**src/sv/tcow_pkg.sv**
```systemverilog
package tcow_pkg;

   localparam int GLYPH_W     = 8;
   localparam int GLYPH_H     = 11;
   localparam int GLYPH_COUNT = 11;
   localparam logic [3:0] COLON_GLYPH = 4'd10;

   // Register indexes of the configuration port.
   typedef enum logic [1:0] {
      CSR_PIXEL_FORMAT = 2'd0,
      CSR_LINE_PITCH   = 2'd1,
      CSR_FRAME_WIDTH  = 2'd2,
      CSR_FRAME_HEIGHT = 2'd3
   } csr_index_type;

   localparam logic FMT_8BIT  = 1'b0;
   localparam logic FMT_10BIT = 1'b1;

   // 8-bit packing colours.
   localparam logic [7:0] Y8_SET   = 8'hEB;
   localparam logic [7:0] Y8_CLEAR = 8'h10;
   localparam logic [7:0] C8       = 8'h80;
   localparam logic [7:0] K8       = 8'hEB;

   // 10-bit packing colours.
   localparam logic [9:0] Y10_SET   = 10'h3C0;
   localparam logic [9:0] Y10_CLEAR = 10'h040;
   localparam logic [9:0] C10       = 10'h200;
   localparam logic [9:0] K10       = 10'h3C0;

   typedef logic [3:0] digit_table_type [0:127];
   typedef logic [7:0] glyph_rom_type [0:GLYPH_COUNT-1][0:GLYPH_H-1];
   typedef logic [15:0][3:0] chars_type;

   function automatic digit_table_type make_tens_table();
      digit_table_type t;
      for (int i = 0; i < 128; i++) begin
         t[i] = 4'((i / 10) % 10);
      end
      return t;
   endfunction

   function automatic digit_table_type make_ones_table();
      digit_table_type t;
      for (int i = 0; i < 128; i++) begin
         t[i] = 4'(i % 10);
      end
      return t;
   endfunction

   localparam digit_table_type TENS_TABLE = make_tens_table();
   localparam digit_table_type ONES_TABLE = make_ones_table();

   // Bit n of a row is pixel column n, so bit 0 is the leftmost column.
   localparam glyph_rom_type GLYPH_ROM = '{
      '{8'h00, 8'h3C, 8'h42, 8'h42, 8'h42, 8'h42, 8'h42, 8'h42, 8'h42, 8'h3C, 8'h00},
      '{8'h00, 8'h08, 8'h0E, 8'h08, 8'h08, 8'h08, 8'h08, 8'h08, 8'h08, 8'h3E, 8'h00},
      '{8'h00, 8'h3C, 8'h42, 8'h42, 8'h40, 8'h20, 8'h18, 8'h04, 8'h02, 8'h7E, 8'h00},
      '{8'h00, 8'h3C, 8'h42, 8'h40, 8'h40, 8'h38, 8'h40, 8'h40, 8'h42, 8'h3C, 8'h00},
      '{8'h00, 8'h20, 8'h30, 8'h28, 8'h24, 8'h22, 8'h7E, 8'h20, 8'h20, 8'h20, 8'h00},
      '{8'h00, 8'h7C, 8'h04, 8'h04, 8'h04, 8'h3C, 8'h40, 8'h40, 8'h42, 8'h3C, 8'h00},
      '{8'h00, 8'h38, 8'h04, 8'h02, 8'h3E, 8'h42, 8'h42, 8'h42, 8'h42, 8'h3C, 8'h00},
      '{8'h00, 8'h7E, 8'h40, 8'h20, 8'h20, 8'h10, 8'h10, 8'h08, 8'h08, 8'h08, 8'h00},
      '{8'h00, 8'h3C, 8'h42, 8'h42, 8'h42, 8'h3C, 8'h42, 8'h42, 8'h42, 8'h3C, 8'h00},
      '{8'h00, 8'h3C, 8'h42, 8'h42, 8'h42, 8'h42, 8'h7C, 8'h40, 8'h20, 8'h1C, 8'h00},
      '{8'h00, 8'h00, 8'h08, 8'h08, 8'h00, 8'h00, 8'h00, 8'h08, 8'h08, 8'h00, 8'h00}
   };

   // Out-of-range glyph or row codes read as an empty row.
   function automatic logic [7:0] glyph_row(input logic [3:0] ch, input logic [3:0] gy);
      logic [7:0] row;
      row = 8'h00;
      if (ch < 4'(GLYPH_COUNT) && gy < 4'(GLYPH_H)) begin
         row = GLYPH_ROM[ch][gy];
      end
      return row;
   endfunction

endpackage

```
**src/sv/timecode_overlay_word_generator_top.sv**
```systemverilog
// Channel   Direction  Handshake               Payload
// req_      in         req_valid / req_ready   line, word index, old word, timecode
// rsp_      out        rsp_valid / rsp_ready   byte address, new word, write flag
// csr_      in         csr_write_enable        csr_index, csr_write_data
//
// Four register stages: decode, pixel column, glyph lookup, word merge.
// One word enters per clock while the output is not stalled.
// Each stage holds until the one after it has room, so bubbles are squeezed out
// and a stalled output loses nothing. Reset clears the valid bits and the
// configuration registers.
module timecode_overlay_word_generator_top
   import tcow_pkg::*;
#(
   parameter int GLYPH_SCALE = 4
) (
   input  logic        clock,
   input  logic        reset,

   input  logic        req_valid,
   output logic        req_ready,
   input  logic [5:0]  req_line,
   input  logic [8:0]  req_word_index,
   input  logic [31:0] req_old_word,
   input  logic [6:0]  req_hours,
   input  logic [6:0]  req_minutes,
   input  logic [6:0]  req_seconds,
   input  logic [6:0]  req_frames,

   output logic        rsp_valid,
   input  logic        rsp_ready,
   output logic [21:0] rsp_byte_address,
   output logic [31:0] rsp_new_word,
   output logic        rsp_write_flag,

   input  logic        csr_write_enable,
   input  logic [1:0]  csr_index,
   input  logic [15:0] csr_write_data
);

   localparam int OVL_W     = GLYPH_COUNT * GLYPH_W * GLYPH_SCALE;
   localparam int OVL_H     = GLYPH_H * GLYPH_SCALE;
   localparam int RECIP_SH  = 14;
   localparam int RECIP     = ((1 << RECIP_SH) + GLYPH_SCALE - 1) / GLYPH_SCALE;
   localparam int LANES     = 4;

   // Configuration registers.
   logic        pixel_format_ff;
   logic [15:0] line_pitch_ff;
   logic [13:0] frame_width_ff;
   logic [12:0] frame_height_ff;

   always_ff @(posedge clock) begin
      if (reset) begin
         pixel_format_ff <= 1'b0;
         line_pitch_ff   <= '0;
         frame_width_ff  <= '0;
         frame_height_ff <= '0;
      end else if (csr_write_enable) begin
         unique case (csr_index_type'(csr_index))
            CSR_PIXEL_FORMAT: pixel_format_ff <= csr_write_data[0];
            CSR_LINE_PITCH:   line_pitch_ff   <= csr_write_data;
            CSR_FRAME_WIDTH:  frame_width_ff  <= csr_write_data[13:0];
            CSR_FRAME_HEIGHT: frame_height_ff <= csr_write_data[12:0];
            default: ;
         endcase
      end
   end

   // Stage valids and enables: a stage loads when it is empty or drains.
   logic v1_ff, v2_ff, v3_ff, v4_ff;
   logic en1, en2, en3, en4;

   assign en4       = !v4_ff || rsp_ready;
   assign en3       = !v3_ff || en4;
   assign en2       = !v2_ff || en3;
   assign en1       = !v1_ff || en2;
   assign req_ready = en1;

   always_ff @(posedge clock) begin
      if (reset) begin
         v1_ff <= 1'b0;
         v2_ff <= 1'b0;
         v3_ff <= 1'b0;
         v4_ff <= 1'b0;
      end else begin
         if (en1) v1_ff <= req_valid;
         if (en2) v2_ff <= v1_ff;
         if (en3) v3_ff <= v2_ff;
         if (en4) v4_ff <= v3_ff;
      end
   end

   // ---------------- Stage 1: decode ----------------
   chars_type   chars1_in;
   logic [18:0] q_prod;
   logic [7:0]  q3;
   logic [8:0]  rem3;
   logic [9:0]  base1_in;
   logic [1:0]  k1_in;
   logic [20:0] gy_prod;
   logic        rowok1_in;
   logic [21:0] addr1_in;

   always_comb begin
      chars1_in      = '0;
      chars1_in[0]   = TENS_TABLE[req_hours];
      chars1_in[1]   = ONES_TABLE[req_hours];
      chars1_in[2]   = COLON_GLYPH;
      chars1_in[3]   = TENS_TABLE[req_minutes];
      chars1_in[4]   = ONES_TABLE[req_minutes];
      chars1_in[5]   = COLON_GLYPH;
      chars1_in[6]   = TENS_TABLE[req_seconds];
      chars1_in[7]   = ONES_TABLE[req_seconds];
      chars1_in[8]   = COLON_GLYPH;
      chars1_in[9]   = TENS_TABLE[req_frames];
      chars1_in[10]  = ONES_TABLE[req_frames];
   end

   // Word index divided by three through a reciprocal, exact for nine bits.
   assign q_prod = 19'(req_word_index) * 19'd683;
   assign q3     = q_prod[18:11];
   assign rem3   = req_word_index - 9'(q3) * 9'd3;

   always_comb begin
      if (pixel_format_ff == FMT_8BIT) begin
         base1_in = {q3, 2'b00};
         k1_in    = rem3[1:0];
      end else begin
         base1_in = {1'b0, req_word_index[8:1], 1'b0};
         k1_in    = {1'b0, req_word_index[0]};
      end
   end

   assign gy_prod   = 21'(req_line) * 21'(RECIP);
   assign rowok1_in = (7'(req_line) < 7'(OVL_H)) && (13'(req_line) < frame_height_ff);
   assign addr1_in  = 22'(line_pitch_ff) * 22'(req_line) + {11'b0, req_word_index, 2'b00};

   chars_type   chars1_ff;
   logic [9:0]  base1_ff;
   logic [1:0]  k1_ff;
   logic [3:0]  gy1_ff;
   logic        rowok1_ff;
   logic [21:0] addr1_ff;
   logic [31:0] old1_ff;

   always_ff @(posedge clock) begin
      if (en1) begin
         chars1_ff <= chars1_in;
         base1_ff  <= base1_in;
         k1_ff     <= k1_in;
         gy1_ff    <= gy_prod[RECIP_SH +: 4];
         rowok1_ff <= rowok1_in;
         addr1_ff  <= addr1_in;
         old1_ff   <= req_old_word;
      end
   end

   // ---------------- Stage 2: pixel columns ----------------
   logic [LANES-1:0]      ok2_in;
   logic [LANES-1:0][3:0] col2_in;
   logic [LANES-1:0][2:0] gx2_in;

   always_comb begin
      logic [9:0]  x;
      logic [24:0] xs_prod;
      for (int p = 0; p < LANES; p++) begin
         x          = base1_ff + 10'(p);
         xs_prod    = 25'(x) * 25'(RECIP);
         ok2_in[p]  = rowok1_ff && (x < 10'(OVL_W)) && (14'(x) < frame_width_ff);
         col2_in[p] = xs_prod[RECIP_SH + 3 +: 4];
         gx2_in[p]  = xs_prod[RECIP_SH +: 3];
      end
   end

   chars_type             chars2_ff;
   logic [LANES-1:0]      ok2_ff;
   logic [LANES-1:0][3:0] col2_ff;
   logic [LANES-1:0][2:0] gx2_ff;
   logic [3:0]            gy2_ff;
   logic [1:0]            k2_ff;
   logic [21:0]           addr2_ff;
   logic [31:0]           old2_ff;

   always_ff @(posedge clock) begin
      if (en2) begin
         chars2_ff <= chars1_ff;
         ok2_ff    <= ok2_in;
         col2_ff   <= col2_in;
         gx2_ff    <= gx2_in;
         gy2_ff    <= gy1_ff;
         k2_ff     <= k1_ff;
         addr2_ff  <= addr1_ff;
         old2_ff   <= old1_ff;
      end
   end

   // ---------------- Stage 3: glyph lookup ----------------
   logic [LANES-1:0] lit3_in;

   always_comb begin
      logic [7:0] row;
      for (int p = 0; p < LANES; p++) begin
         row        = glyph_row(chars2_ff[col2_ff[p]], gy2_ff);
         lit3_in[p] = row[gx2_ff[p]];
      end
   end

   logic [LANES-1:0] ok3_ff;
   logic [LANES-1:0] lit3_ff;
   logic [1:0]       k3_ff;
   logic [21:0]      addr3_ff;
   logic [31:0]      old3_ff;

   always_ff @(posedge clock) begin
      if (en3) begin
         ok3_ff   <= ok2_ff;
         lit3_ff  <= lit3_in;
         k3_ff    <= k2_ff;
         addr3_ff <= addr2_ff;
         old3_ff  <= old2_ff;
      end
   end

   // ---------------- Stage 4: word merge ----------------
   logic [31:0] word4_in;
   logic        wr4_in;

   always_comb begin
      logic [7:0] y8 [LANES];
      logic [9:0] y10 [2];
      for (int p = 0; p < LANES; p++) begin
         y8[p] = lit3_ff[p] ? Y8_SET : Y8_CLEAR;
      end
      for (int p = 0; p < 2; p++) begin
         y10[p] = lit3_ff[p] ? Y10_SET : Y10_CLEAR;
      end
      word4_in = old3_ff;
      wr4_in   = 1'b0;
      if (pixel_format_ff == FMT_8BIT) begin
         case (k3_ff)
            2'd0: begin
               if (ok3_ff[0]) begin
                  word4_in = {K8, C8, y8[0], C8};
                  wr4_in   = 1'b1;
               end
            end
            2'd1: begin
               if (ok3_ff[1]) begin
                  word4_in[15:0] = {K8, y8[1]};
                  wr4_in         = 1'b1;
               end
               if (ok3_ff[2]) begin
                  word4_in[31:16] = {y8[2], C8};
                  wr4_in          = 1'b1;
               end
            end
            default: begin
               if (ok3_ff[2]) begin
                  word4_in[15:0] = {K8, C8};
                  wr4_in         = 1'b1;
               end
               if (ok3_ff[3]) begin
                  word4_in[31:16] = {K8, y8[3]};
                  wr4_in          = 1'b1;
               end
            end
         endcase
      end else if (k3_ff[0] == 1'b0) begin
         if (ok3_ff[0]) begin
            word4_in = {C10, y10[0], C10, 2'b00};
            wr4_in   = 1'b1;
         end
      end else begin
         if (ok3_ff[0]) begin
            word4_in[11:0] = {K10, 2'b00};
            wr4_in         = 1'b1;
         end
         // The second pixel also clears the two lowest bits of the word.
         if (ok3_ff[1]) begin
            word4_in = {K10, y10[1], word4_in[11:2], 2'b00};
            wr4_in   = 1'b1;
         end
      end
   end

   logic [21:0] addr4_ff;
   logic [31:0] word4_ff;
   logic        wr4_ff;

   always_ff @(posedge clock) begin
      if (en4) begin
         addr4_ff <= addr3_ff;
         word4_ff <= word4_in;
         wr4_ff   <= wr4_in;
      end
   end

   assign rsp_valid        = v4_ff;
   assign rsp_byte_address = addr4_ff;
   assign rsp_new_word     = word4_ff;
   assign rsp_write_flag   = wr4_ff;

endmodule

```
**config.mk**
```make
export PLATFORM = sky130hd
export DESIGN_NAME = timecode_overlay_word_generator_top
export DESIGN_NICKNAME = d
export VERILOG_FILES = /design/src/sv/tcow_pkg.sv /design/src/sv/timecode_overlay_word_generator_top.sv
export SDC_FILE = /design/constraint.sdc
export NUM_CORES = 1
export LEC_CHECK = 0
export BUFFER_PORTS_ARGS = -buffer_cell sky130_fd_sc_hd__buf_4
export CORE_MARGIN = 1.5
export CORE_UTILIZATION = 56
export DETAILED_ROUTE_END_ITERATION = 8
export PLACE_DENSITY_LB_ADDON = 0.2
export SLEW_MARGIN = 10
export SYNTH_ARGS = -nofsm -noshare
export SYNTH_HDL_FRONTEND = slang
export SYNTH_SLANG_ARGS = --single-unit
```
**constraint.sdc**
```tcl
create_clock -name clock -period 5.6 [get_ports clock]
set_clock_uncertainty 0.1 [all_clocks]
set_input_delay 1.12 -clock clock [delete_from_list [all_inputs] [get_ports clock]]
set_output_delay 1.12 -clock clock [all_outputs]
set_load 0.02 [all_outputs]
```
==> results.yml, run 1 <==
cts:
  clk_latency_ns: 0.58
  holdBufCountCts: 0
  cts_tree: "yes"
  clock_tree_buffer_depth: 3
  cts_resized: 0
  cts_made_buffers: 40
  clock_sink_count: 377
  ctsHtreeMaxLevel: 2
  clkSlewWorstSetupHoldPaths_ns: 0.06
  ctsRootBufferMaster: "sky130_fd_sc_hd__clkbuf_16"
  cts_post_setup_buffers_inserted: 0
finish:
  fillerInstances: 3158
  layout.cell_area.non_filler_sq_um: 25660
  post_route_cells_drive_above_1_share_pct: 12.09
  synthToLayoutAreaGrowth_pct: 12.46
  antenna_cells_inserted: 0
  number_of_nets_at_the_end_of_the_flow: 2586
pwr:
  power.static_leakage_nw: 10.87
  p_per_area_nw_per_um2: 403.3
  ir_worst_vdd_uv: 218.8
  netSwitchingFraction_pct: 35.84
  overall_power_after_layout_mw: 10.35
  power.switching_mw: 3.709
  comb_power_share_pct: 36.1
  pwr-share-seq_pct: 38.6
  power.share.clock_pct: 25.3
  p_int_mw: 6.640
die:
  die_w_um: 204.9
  die-height_um: 204.9
  rows: 73
  placeableCoreArea_sq_um: 40010
  floorplan.io_pins: 155
  start_util_pct: 57.05
  die_area_sq_um: 41970
global_route:
  grt_first_pass_wirelength_mm: 81.37
  antenna_found_initial: 0
  grt_start_max_net_pins: 62
  grt_pass1_vias: 15900
  globalRouteOverflowTotal: 0
  groute.usage.overall_pct: 24.27
detailed_routing:
  initialDrtViolationCount: 1367
  drcViolationCount: 0
  detail_route.wirelength_mm: 49.90
  ratio_of_routed_vias_to_standard_cells: 5.873
  drt-wirelength-per-cell_um: 17.71
  total_vias_in_the_final_route: 16540
  antenna_left: 0
  detailedRoute.firstPassIterationCount: 6
worst_setup_path:
  setup.worst_path.end_class: "register"
  critPathArrivalTime_ns: 5.33
  r2r.worst_path.cells: 17
  timing.critical_path.slowest_cell_delay_ns: 0.58
  critPathMostFrequentCell: "sky130_fd_sc_hd__fa_1"
  crit_fanout: 9
  cp_slowest_cell: "sky130_fd_sc_hd__fa_1"
  critical_path_data_required_time_ns: 5.83
  setup.worst_path.start_class: "input pin"
  setup.worst_path.class: "input pin to register"
  critical_path.cell_chain: "buf_4 > and2_1 > fa_1 > ha_1 > inv_1 > fa_1 > fa_1 > inv_1 > ha_1 > a21o_1 > a21oi_1 > o21ai_0 > a31oi_1 > o211ai_1 > nand2_1 > o2111ai_1 > a21oi_1 > xnor2_1"
timing:
  min_period_ns: 5.108
  setup_tns_ns: 0
  min_period_over_period_pct: 91.22
  fmax_ghz: 0.1958
  rsz_0062_raised_after_global_routing: "no"
  final-setup-viol-count: 0
  slew_violations: 0
  finalHoldViolCount: 0
  worst_slew_pin_slew_ns: 1.192
  worst_slew_margin_pct: 20.52
job:
  max_cap_viol_count: 0
logic_synthesis:
  netlist-cell-type-count: 92
  synth-seq-cells: 377
  net_count_after_synthesis: 2472
  synth_sequential_area_ratio_pct: 47.50
  postSynth.asyncResetShare_pct: 0
  synth_enable_flop_cells: 329
  synthesis.area_sq_um: 22820
  syn_area_per_cell_sq_um: 10.62
  synth_cells: 2149
  yosysWarnings: 0
  synthFlopType: "sky130_fd_sc_hd__edfxtp_1"
worst_hold_path:
  hold_depth: 0
  min_path_type: "register to register"
outcome:
  status: "complete, no violations"
placed_design:
  dpl_cell_area_sq_um: 24350
  dp.final_hpwl_mm: 35.02
  placement.io_buffers: 154
  gp_congestion: 0.9269
through the flow:
stage                     hold slack [ns]  worst slack [ns]  cells  util (%)
after floorplan                    0.3003            0.1085   2149         -
after global placement             0.3011         -0.001791   2746     60.88
after detailed placement           0.3045          -0.09389   2746     60.88
after CTS                          0.3068            0.5135   2817     64.15
after global routing               0.3149            0.2030   2817     64.15
final                              0.3037            0.4916   2817     64.15
critical path, delay by kind of cell:
family / cells / cell delay [ns]
compound gates: 7 / 1.40
simple gates: 2 / 0.32
xor+xnor: 1 / 0.07
fa+ha+maj: 5 / 2.14
buf+inv: 3 / 0.26
power by group through the flow:
stage	Combinational (mW)	Sequential [mW]	Clock (mW)
after CTS	3.69	3.99	2.68
after floorplan	2.69	3.96	0
final	3.74	3.99	2.62
after global placement	3.60	4.02	0
after global routing	4.12	4.04	2.80
after detailed placement	3.65	4.04	0
worst paths after layout:
path                         start           end  slack (ns)
setup / recovery       req_line[2]  addr1_ff[20]        0.49
hold / removal         old2_ff[10]   old3_ff[10]        0.30
setup reg to reg  line_pitch_ff[0]  addr1_ff[21]        0.72
hold reg to reg        old2_ff[10]   old3_ff[10]        0.30
synth_stat cells (14+ instances only):
library cell / n / area (sq um)
sky130_fd_sc_hd__fa_1: 85 / 1702
sky130_fd_sc_hd__a211oi_1: 22 / 165.2
sky130_fd_sc_hd__and2_1: 85 / 531.8
sky130_fd_sc_hd__edfxtp_1: 329 / 9879
sky130_fd_sc_hd__dfxtp_1: 48 / 960.9
sky130_fd_sc_hd__a31oi_1: 29 / 181.4
sky130_fd_sc_hd__nand2_1: 241 / 904.6
sky130_fd_sc_hd__a21o_1: 28 / 210.2
sky130_fd_sc_hd__nor3_1: 35 / 175.2
sky130_fd_sc_hd__clkbuf_1: 78 / 292.8
sky130_fd_sc_hd__xnor2_1: 25 / 219.0
sky130_fd_sc_hd__nand3_1: 42 / 210.2
sky130_fd_sc_hd__mux2i_1: 26 / 260.3
sky130_fd_sc_hd__nor2_1: 115 / 431.7
sky130_fd_sc_hd__o211ai_1: 22 / 165.2
sky130_fd_sc_hd__ha_1: 140 / 1752
sky130_fd_sc_hd__nand3b_1: 14 / 105.1
sky130_fd_sc_hd__inv_1: 189 / 709.4
sky130_fd_sc_hd__nor2b_1: 31 / 193.9
sky130_fd_sc_hd__o22ai_1: 20 / 125.1
sky130_fd_sc_hd__a21oi_1: 160 / 800.8
sky130_fd_sc_hd__o21ai_0: 105 / 525.5
sky130_fd_sc_hd__nand2b_1: 43 / 269.0
layer usage:
metal	GRT usage, %	wire length (um)	vias to the layer above
li1	-	-	7933
met1	34.08	21970	7972
met2	39.38	23790	561
met3	3.436	3059	77
met4	7.065	1088	0
met5	0	0	-
cell families after synthesis:
group,after synthesis,synth area share [%]
flops,377,47.50
simple gates,656,13.94
mux,36,1.798
fa+ha+maj,225,15.13
buf+inv,295,5.241
compound gates,524,14.95
xor+xnor,36,1.442
cell type report:
type                    count  area, sq um  share of cell area [%]
well taps                 525        656.9                   2.559
clock buffers              48         1051                   4.095
repair buffers            178         1336                   5.207
flip-flops and latches    377        10840                   42.24
multi-input cells        1477        10810                   42.11
clock inverters            23        259.0                   1.009
inverters                 189        711.9                   2.774
flip-flops by register name, summed over array words and instances, names as in the netlist, 4 cells and up:
signal and flops:
chars1_ff 32, chars2_ff 32, old1_ff 32, old2_ff 32
old3_ff 32, rsp_new_word 32, addr1_ff 22, addr2_ff 22
addr3_ff 22, rsp_byte_address 22, line_pitch_ff 16, frame_width_ff 14
frame_height_ff 13, base1_ff 9, col2_ff 8, gx2_ff 6
gy1_ff 4, gy2_ff 4, ok2_ff 4, ok3_ff 4
cells in the final DEF, fill, tap and decap left out, types with 7 or more instances in the layout:
cell type and instances:
sky130_fd_sc_hd__a211o_1 12, sky130_fd_sc_hd__a211oi_1 21, sky130_fd_sc_hd__a21boi_0 8, sky130_fd_sc_hd__a21o_1 28, sky130_fd_sc_hd__a21oi_1 160, sky130_fd_sc_hd__a221oi_1 7
sky130_fd_sc_hd__a311oi_1 8, sky130_fd_sc_hd__a31o_2 8, sky130_fd_sc_hd__a31oi_1 29, sky130_fd_sc_hd__and2_1 85, sky130_fd_sc_hd__and3_1 9, sky130_fd_sc_hd__buf_4 178
sky130_fd_sc_hd__clkbuf_16 40, sky130_fd_sc_hd__dfxtp_1 47, sky130_fd_sc_hd__edfxtp_1 329, sky130_fd_sc_hd__fa_1 85, sky130_fd_sc_hd__ha_1 140, sky130_fd_sc_hd__inv_1 187
sky130_fd_sc_hd__mux2i_1 26, sky130_fd_sc_hd__nand2_1 239, sky130_fd_sc_hd__nand2b_1 43, sky130_fd_sc_hd__nand3_1 42, sky130_fd_sc_hd__nand3b_1 14, sky130_fd_sc_hd__nor2_1 115
sky130_fd_sc_hd__nor2b_1 31, sky130_fd_sc_hd__nor3_1 35, sky130_fd_sc_hd__o211ai_1 22, sky130_fd_sc_hd__o21a_1 10, sky130_fd_sc_hd__o21ai_0 105, sky130_fd_sc_hd__o221ai_1 7
sky130_fd_sc_hd__o22ai_1 20, sky130_fd_sc_hd__o31ai_1 8, sky130_fd_sc_hd__xnor2_1 25, sky130_fd_sc_hd__xor2_1 10
Note: power is estimated with default switching activity, not from simulation.
==> inputs of run 2 (changes only) <==
--- a/config.mk
+++ b/config.mk
@@ -7,8 +7,10 @@
 export LEC_CHECK = 0
 export BUFFER_PORTS_ARGS = -buffer_cell sky130_fd_sc_hd__buf_4
 export CORE_MARGIN = 1.5
-export CORE_UTILIZATION = 56
+export CORE_UTILIZATION = 57
+export CTS_BUF_LIST = sky130_fd_sc_hd__clkbuf_8
 export DETAILED_ROUTE_END_ITERATION = 8
+export GPL_ROUTABILITY_DRIVEN = 0
 export PLACE_DENSITY_LB_ADDON = 0.2
 export SLEW_MARGIN = 10
 export SYNTH_ARGS = -nofsm -noshare
==> results.yml, run 2 (synthesis gave the netlist of run 1 again) <==
finish:
  antenna_cells_inserted: 0
  post_route_cells_drive_above_1_share_pct: 12.43
  number_of_nets_at_the_end_of_the_flow: 2603
  layout_commonest_cell: "sky130_fd_sc_hd__edfxtp_1"
  synthToLayoutAreaGrowth_pct: 11.55
  mostFrequentLayoutCells: "329 x sky130_fd_sc_hd__edfxtp_1, 239 x sky130_fd_sc_hd__nand2_1, 213 x sky130_fd_sc_hd__inv_1"
  fillerInstances: 3119
  layout.cell_area.non_filler_sq_um: 25460
pwr:
  p_per_area_nw_per_um2: 387.3
  netSwitchingFraction_pct: 36.40
  p_int_mw: 6.271
  power.share.clock_pct: 22.0
  power.switching_mw: 3.589
  overall_power_after_layout_mw: 9.860
  power.static_leakage_nw: 10.90
  pwr-share-seq_pct: 40.4
  ir_worst_vdd_uv: 266.0
  comb_power_share_pct: 37.6
global_route:
  grt_pass1_vias: 15920
  antenna_found_initial: 0
  groute.usage.overall_pct: 23.89
  grt_first_pass_wirelength_mm: 79.45
  grt_start_max_net_pins: 69
  globalRouteOverflowTotal: 0
cts:
  clkSlewWorstSetupHoldPaths_ns: 0.06
  cts_tree: "yes"
  clk_latency_ns: 0.63
  holdBufCountCts: 0
  ctsRootBufferMaster: "sky130_fd_sc_hd__clkbuf_8"
  cts_post_setup_buffers_inserted: 0
  clock_tree_buffer_depth: 3
  cts_resized: 0
  ctsHtreeMaxLevel: 2
  clock_sink_count: 377
  cts_made_buffers: 60
timing:
  fmax_ghz: 0.1959
  min_period_over_period_pct: 91.15
  finalHoldViolCount: 0
  min_period_ns: 5.104
  rsz_0062_raised_after_global_routing: "no"
  slew_violations: 0
  final-setup-viol-count: 0
  worst_slew_pin_slew_ns: 1.031
  worst_slew_margin_pct: 31.26
detailed_routing:
  initialDrtViolationCount: 1298
  antenna_left: 0
  detail_route.wirelength_mm: 48.81
  drcViolationCount: 0
  detailedRoute.firstPassIterationCount: 5
  total_vias_in_the_final_route: 16550
  ratio_of_routed_vias_to_standard_cells: 5.806
  drt-wirelength-per-cell_um: 17.13
outcome:
  status: "complete, no violations"
worst_setup_path:
  timing.critical_path.slowest_cell_delay_ns: 0.54
  regToRegSetupSlack_ns: 0.77
  setup.worst_path.start_class: "input pin"
  critical_path_cell_count: 17
  setup.worst_path.end_class: "register"
  critical_path.cell_chain: "buf_4 > and2_1 > fa_1 > fa_1 > fa_1 > inv_1 > fa_1 > inv_1 > ha_1 > inv_1 > o21ai_0 > a31oi_1 > o211ai_1 > nand2_1 > o2111ai_1 > a21oi_1 > xnor2_1"
  critical_path.reg2reg.startpoint: "line_pitch_ff[0]"
  timing.critical_path.max_delay_family: "adder cells"
  timing.critical_path.buf_inv: 4
  critPathMostFrequentCell: "sky130_fd_sc_hd__fa_1"
  r2r.worst_path.cells: 16
  crit_fanout: 9
  critPathArrivalTime_ns: 5.37
  critical_path_data_required_time_ns: 5.87
  r2r_end: "addr1_ff[17]"
  cp_slowest_cell: "sky130_fd_sc_hd__fa_1"
  setup.worst_path.class: "input pin to register"
placed_design:
  dp.final_hpwl_mm: 34.37
  dpl_cell_area_sq_um: 24340
  placement.io_buffers: 154
die:
  floorplan.io_pins: 155
  die_area_sq_um: 41250
  rows: 73
  start_util_pct: 57.57
  placeableCoreArea_sq_um: 39640
  die-height_um: 203.1
  die_w_um: 203.1
job:
  max_cap_viol_count: 0
worst_hold_path:
  timing.hold.worst_endpoint: "addr3_ff[3]"
  timing.hold.worst.start: "addr2_ff[3]"
  hold_depth: 0
  min_path_type: "register to register"
-- run 2: worst max-delay path by stage --
stage / from / end
finish: req_line[5] / addr1_ff[20]
global route: req_line[2] / addr1_ff[20]
CTS: req_line[4] / addr1_ff[16]
detailed placement: req_line[4] / addr1_ff[16]
global placement: req_line[5] / addr1_ff[20]
floorplan: req_line[5] / addr1_ff[17]
-- run 2: metal layers --
metal	track usage [%]	vias up	share of wire [%]
li1	-	7961	-
met1	32.88	7880	44
met2	38.99	605	47
met3	3.772	100	6.6
met4	7.619	0	2.3
met5	0	-	0
-- run 2: power by group through the flow --
stage	combinational [mW]	sequential, mW	clock [mW]
global route	4.07	4.04	2.35
floorplan	2.69	3.96	0
detailed placement	3.62	4.03	0
CTS	3.65	3.98	2.22
finish	3.71	3.98	2.16
global placement	3.51	4.02	0
-- run 2: metrics by stage --
| step | TNS (ns) | hold slack [ns] | instances | setup slack, ns | util (%) |
|---|---|---|---|---|---|
| finish | 0 | 0.3117 | 2850 | 0.4957 | 64.22 |
| global route | 0 | 0.3187 | 2850 | 0.2822 | 64.22 |
| CTS | 0 | 0.3118 | 2850 | 0.5918 | 64.22 |
| detailed placement | -0.2075 | 0.3045 | 2743 | -0.06159 | 61.41 |
| global placement | 0 | 0.3009 | 2743 | 0.01527 | 61.41 |
| floorplan | 0 | 0.3003 | 2149 | 0.1085 | - |
-- run 2: final cells by class --
cell class / count / area [sq um] / area share, %
multi-input cells: 1477 / 10810 / 42.45
well taps: 525 / 656.9 / 2.580
flip-flops and latches: 377 / 10840 / 42.59
repair buffers: 175 / 1326 / 5.210
inverters: 189 / 711.9 / 2.796
clock inverters: 43 / 232.7 / 0.9141
clock buffers: 64 / 880.8 / 3.460
==> inputs of run 3 (changes only) <==
--- a/config.mk
+++ b/config.mk
@@ -7,7 +7,7 @@
 export LEC_CHECK = 0
 export BUFFER_PORTS_ARGS = -buffer_cell sky130_fd_sc_hd__buf_4
 export CORE_MARGIN = 1.5
-export CORE_UTILIZATION = 57
+export CORE_UTILIZATION = 25
 export CTS_BUF_LIST = sky130_fd_sc_hd__clkbuf_8
 export DETAILED_ROUTE_END_ITERATION = 8
 export GPL_ROUTABILITY_DRIVEN = 0
==> results.yml, run 3 (synthesis gave the netlist of run 1 again) <==
outcome:
  status: "complete, no violations"
cts:
  clk_latency_ns: 0.65
  clock_sink_count: 377
  holdBufCountCts: 0
  ctsHtreeMaxLevel: 3
  cts_post_setup_buffers_inserted: 0
  cts_resized: 0
  clock_tree_buffer_depth: 3
  clkSlewWorstSetupHoldPaths_ns: 0.06
  cts_made_buffers: 70
  cts_tree: "yes"
  ctsRootBufferMaster: "sky130_fd_sc_hd__clkbuf_8"
global_route:
  grt_first_pass_wirelength_mm: 91.29
  groute.usage.overall_pct: 12.14
  antenna_found_initial: 2
  globalRouteOverflowTotal: 0
  grt_start_max_net_pins: 63
  grt_pass1_vias: 16920
die:
  die-height_um: 305.1
  start_util_pct: 25.28
  die_w_um: 305.1
  floorplan.io_pins: 155
  rows: 110
  placeableCoreArea_sq_um: 90290
  die_area_sq_um: 93110
detailed_routing:
  initialDrtViolationCount: 1186
  ratio_of_routed_vias_to_standard_cells: 4.653
  met3_length_mm: 2.565
  antenna_left: 0
  top_layer_used_by_detailed_routing: "met4"
  dr_wl_met2_mm: 26.37
  detail_route.wirelength_mm: 56.58
  drcViolationCount: 0
  detail_route.wirelength.met1_mm: 26.22
  drt-wirelength-per-cell_um: 16.01
  total_vias_in_the_final_route: 16450
  detailedRoute.firstPassIterationCount: 6
placed_design:
  placement.io_buffers: 154
  dp.final_hpwl_mm: 41.43
  dpl_cell_area_sq_um: 25220
  placed_cells: 3405
worst_setup_path:
  critical_path_data_required_time_ns: 5.88
  r2r.worst_path.cells: 14
  critical_path.cell_chain: "buf_4 > nand2_1 > fa_1 > fa_1 > fa_1 > inv_1 > fa_1 > ha_1 > nor2b_1 > o21ai_0 > a21oi_1 > o211ai_1 > a21o_1 > nand3_1 > a31o_2 > a21oi_1 > xnor2_1"
  critPathArrivalTime_ns: 5.34
  endpoint: "addr1_ff[17]"
  r2r_end: "lit3_ff[1]"
  timing.critical_path.slowest_cell_delay_ns: 0.56
  startpoint: "req_line[2]"
  regToRegSetupSlack_ns: 0.66
  setup.worst_path.start_class: "input pin"
  critical_path.reg2reg.startpoint: "col2_ff[1]"
  critical_path_cell_count: 17
  crit_fanout: 14
  setup.worst_path.class: "input pin to register"
  setup.worst_path.end_class: "register"
  timing.critical_path.max_delay_family: "adder cells"
  cp_slowest_cell: "sky130_fd_sc_hd__fa_1"
  timing.critical_path.buf_inv: 2
  critPathMostFrequentCell: "sky130_fd_sc_hd__fa_1"
finish:
  post_route_cells_drive_above_1_share_pct: 13.50
  fillerInstances: 9323
  layout.cell_area.non_filler_sq_um: 26580
  synthToLayoutAreaGrowth_pct: 16.49
  stdcell_count: 3534
  mostFrequentLayoutCells: "329 x sky130_fd_sc_hd__edfxtp_1, 239 x sky130_fd_sc_hd__nand2_1, 211 x sky130_fd_sc_hd__inv_1"
  ff_latch_area_sq_um: 10840
  layout_commonest_cell: "sky130_fd_sc_hd__edfxtp_1"
  multi_input_area_sq_um: 10800
  number_of_nets_at_the_end_of_the_flow: 2624
timing:
  min_period_ns: 5.055
  worst_slew_margin_pct: 28.20
  smallest_hold_slack_ns: 0.2813
  min_period_over_period_pct: 90.27
  final-setup-viol-count: 0
  fmax_ghz: 0.1978
  worst_slew_pin_slew_ns: 1.077
  rsz_0062_raised_after_global_routing: "no"
  slew_violations: 0
  finalHoldViolCount: 0
pwr:
  p_per_area_nw_per_um2: 388.9
  overall_power_after_layout_mw: 10.34
  ir_worst_vdd_uv: 258.5
  power.static_leakage_nw: 11.06
worst_hold_path:
  min_path_type: "register to register"
job:
  max_cap_viol_count: 0
-- run 3: cell count changes in the layout (fill, tap and decap cells not counted), moves of 2 or more --
cell                       previous run  this run
sky130_fd_sc_hd__clkinv_8             0         2
sky130_fd_sc_hd__clkbuf_8            64        72
sky130_fd_sc_hd__diode_2              0         2
sky130_fd_sc_hd__inv_6                0         4
sky130_fd_sc_hd__inv_8                0         2
sky130_fd_sc_hd__buf_4              174       186
sky130_fd_sc_hd__inv_1              213       211
sky130_fd_sc_hd__clkinv_1             6        10
-- run 3: cell type report --
| class | instances | share of cell area (%) |
|---|---|---|
| Clock inverter | 55 | 1.379 |
| Timing Repair Buffer | 186 | 5.253 |
| Sequential cell | 377 | 40.78 |
| Clock buffer | 72 | 3.728 |
| Antenna cell | 2 | 0.01883 |
| Inverter | 189 | 2.678 |
| Multi-Input combinational cell | 1477 | 40.63 |
| Tap cell | 1176 | 5.535 |
-- run 3: metrics by stage --
step | utilization [%] | setup WS, ns | TNS (ns)
floorplan | - | 0.1085 | 0
global route | 29.44 | 0.2276 | 0
finish | 29.44 | 0.5447 | 0
detailed placement | 27.94 | -0.09504 | -0.3170
global placement | 27.94 | -0.04787 | -0.2134
CTS | 29.44 | 0.6422 | 0
-- run 3: worst min-delay path by stage --
stage | from | to | slack, ns | cells past startpoint
floorplan | addr1_ff[0] | addr2_ff[0] | 0.30 | 0
global placement | old2_ff[20] | old3_ff[20] | 0.30 | 0
detailed placement | addr2_ff[17] | addr3_ff[17] | 0.30 | 0
CTS | chars1_ff[12] | chars2_ff[12] | 0.28 | 0
global route | chars1_ff[12] | chars2_ff[12] | 0.28 | 0
finish | chars1_ff[4] | chars2_ff[4] | 0.28 | 0
-- run 3: routing by layer --
layer | global-route usage [%] | vias to the layer above
li1 | - | 8013
met1 | 15.85 | 7916
met2 | 20.10 | 417
met3 | 2.239 | 99
met4 | 4.223 | 0
met5 | 0 | -
-- run 3: power by group --
| group | internal (mW) | leakage, nW | total, mW | switching, mW |
|---|---|---|---|---|
| logic | 1.53 | 6.29 | 3.78 | 2.24 |
| registers | 3.60 | 4.00 | 3.99 | 0.391 |
| clock network | 1.36 | 0.779 | 2.57 | 1.21 |
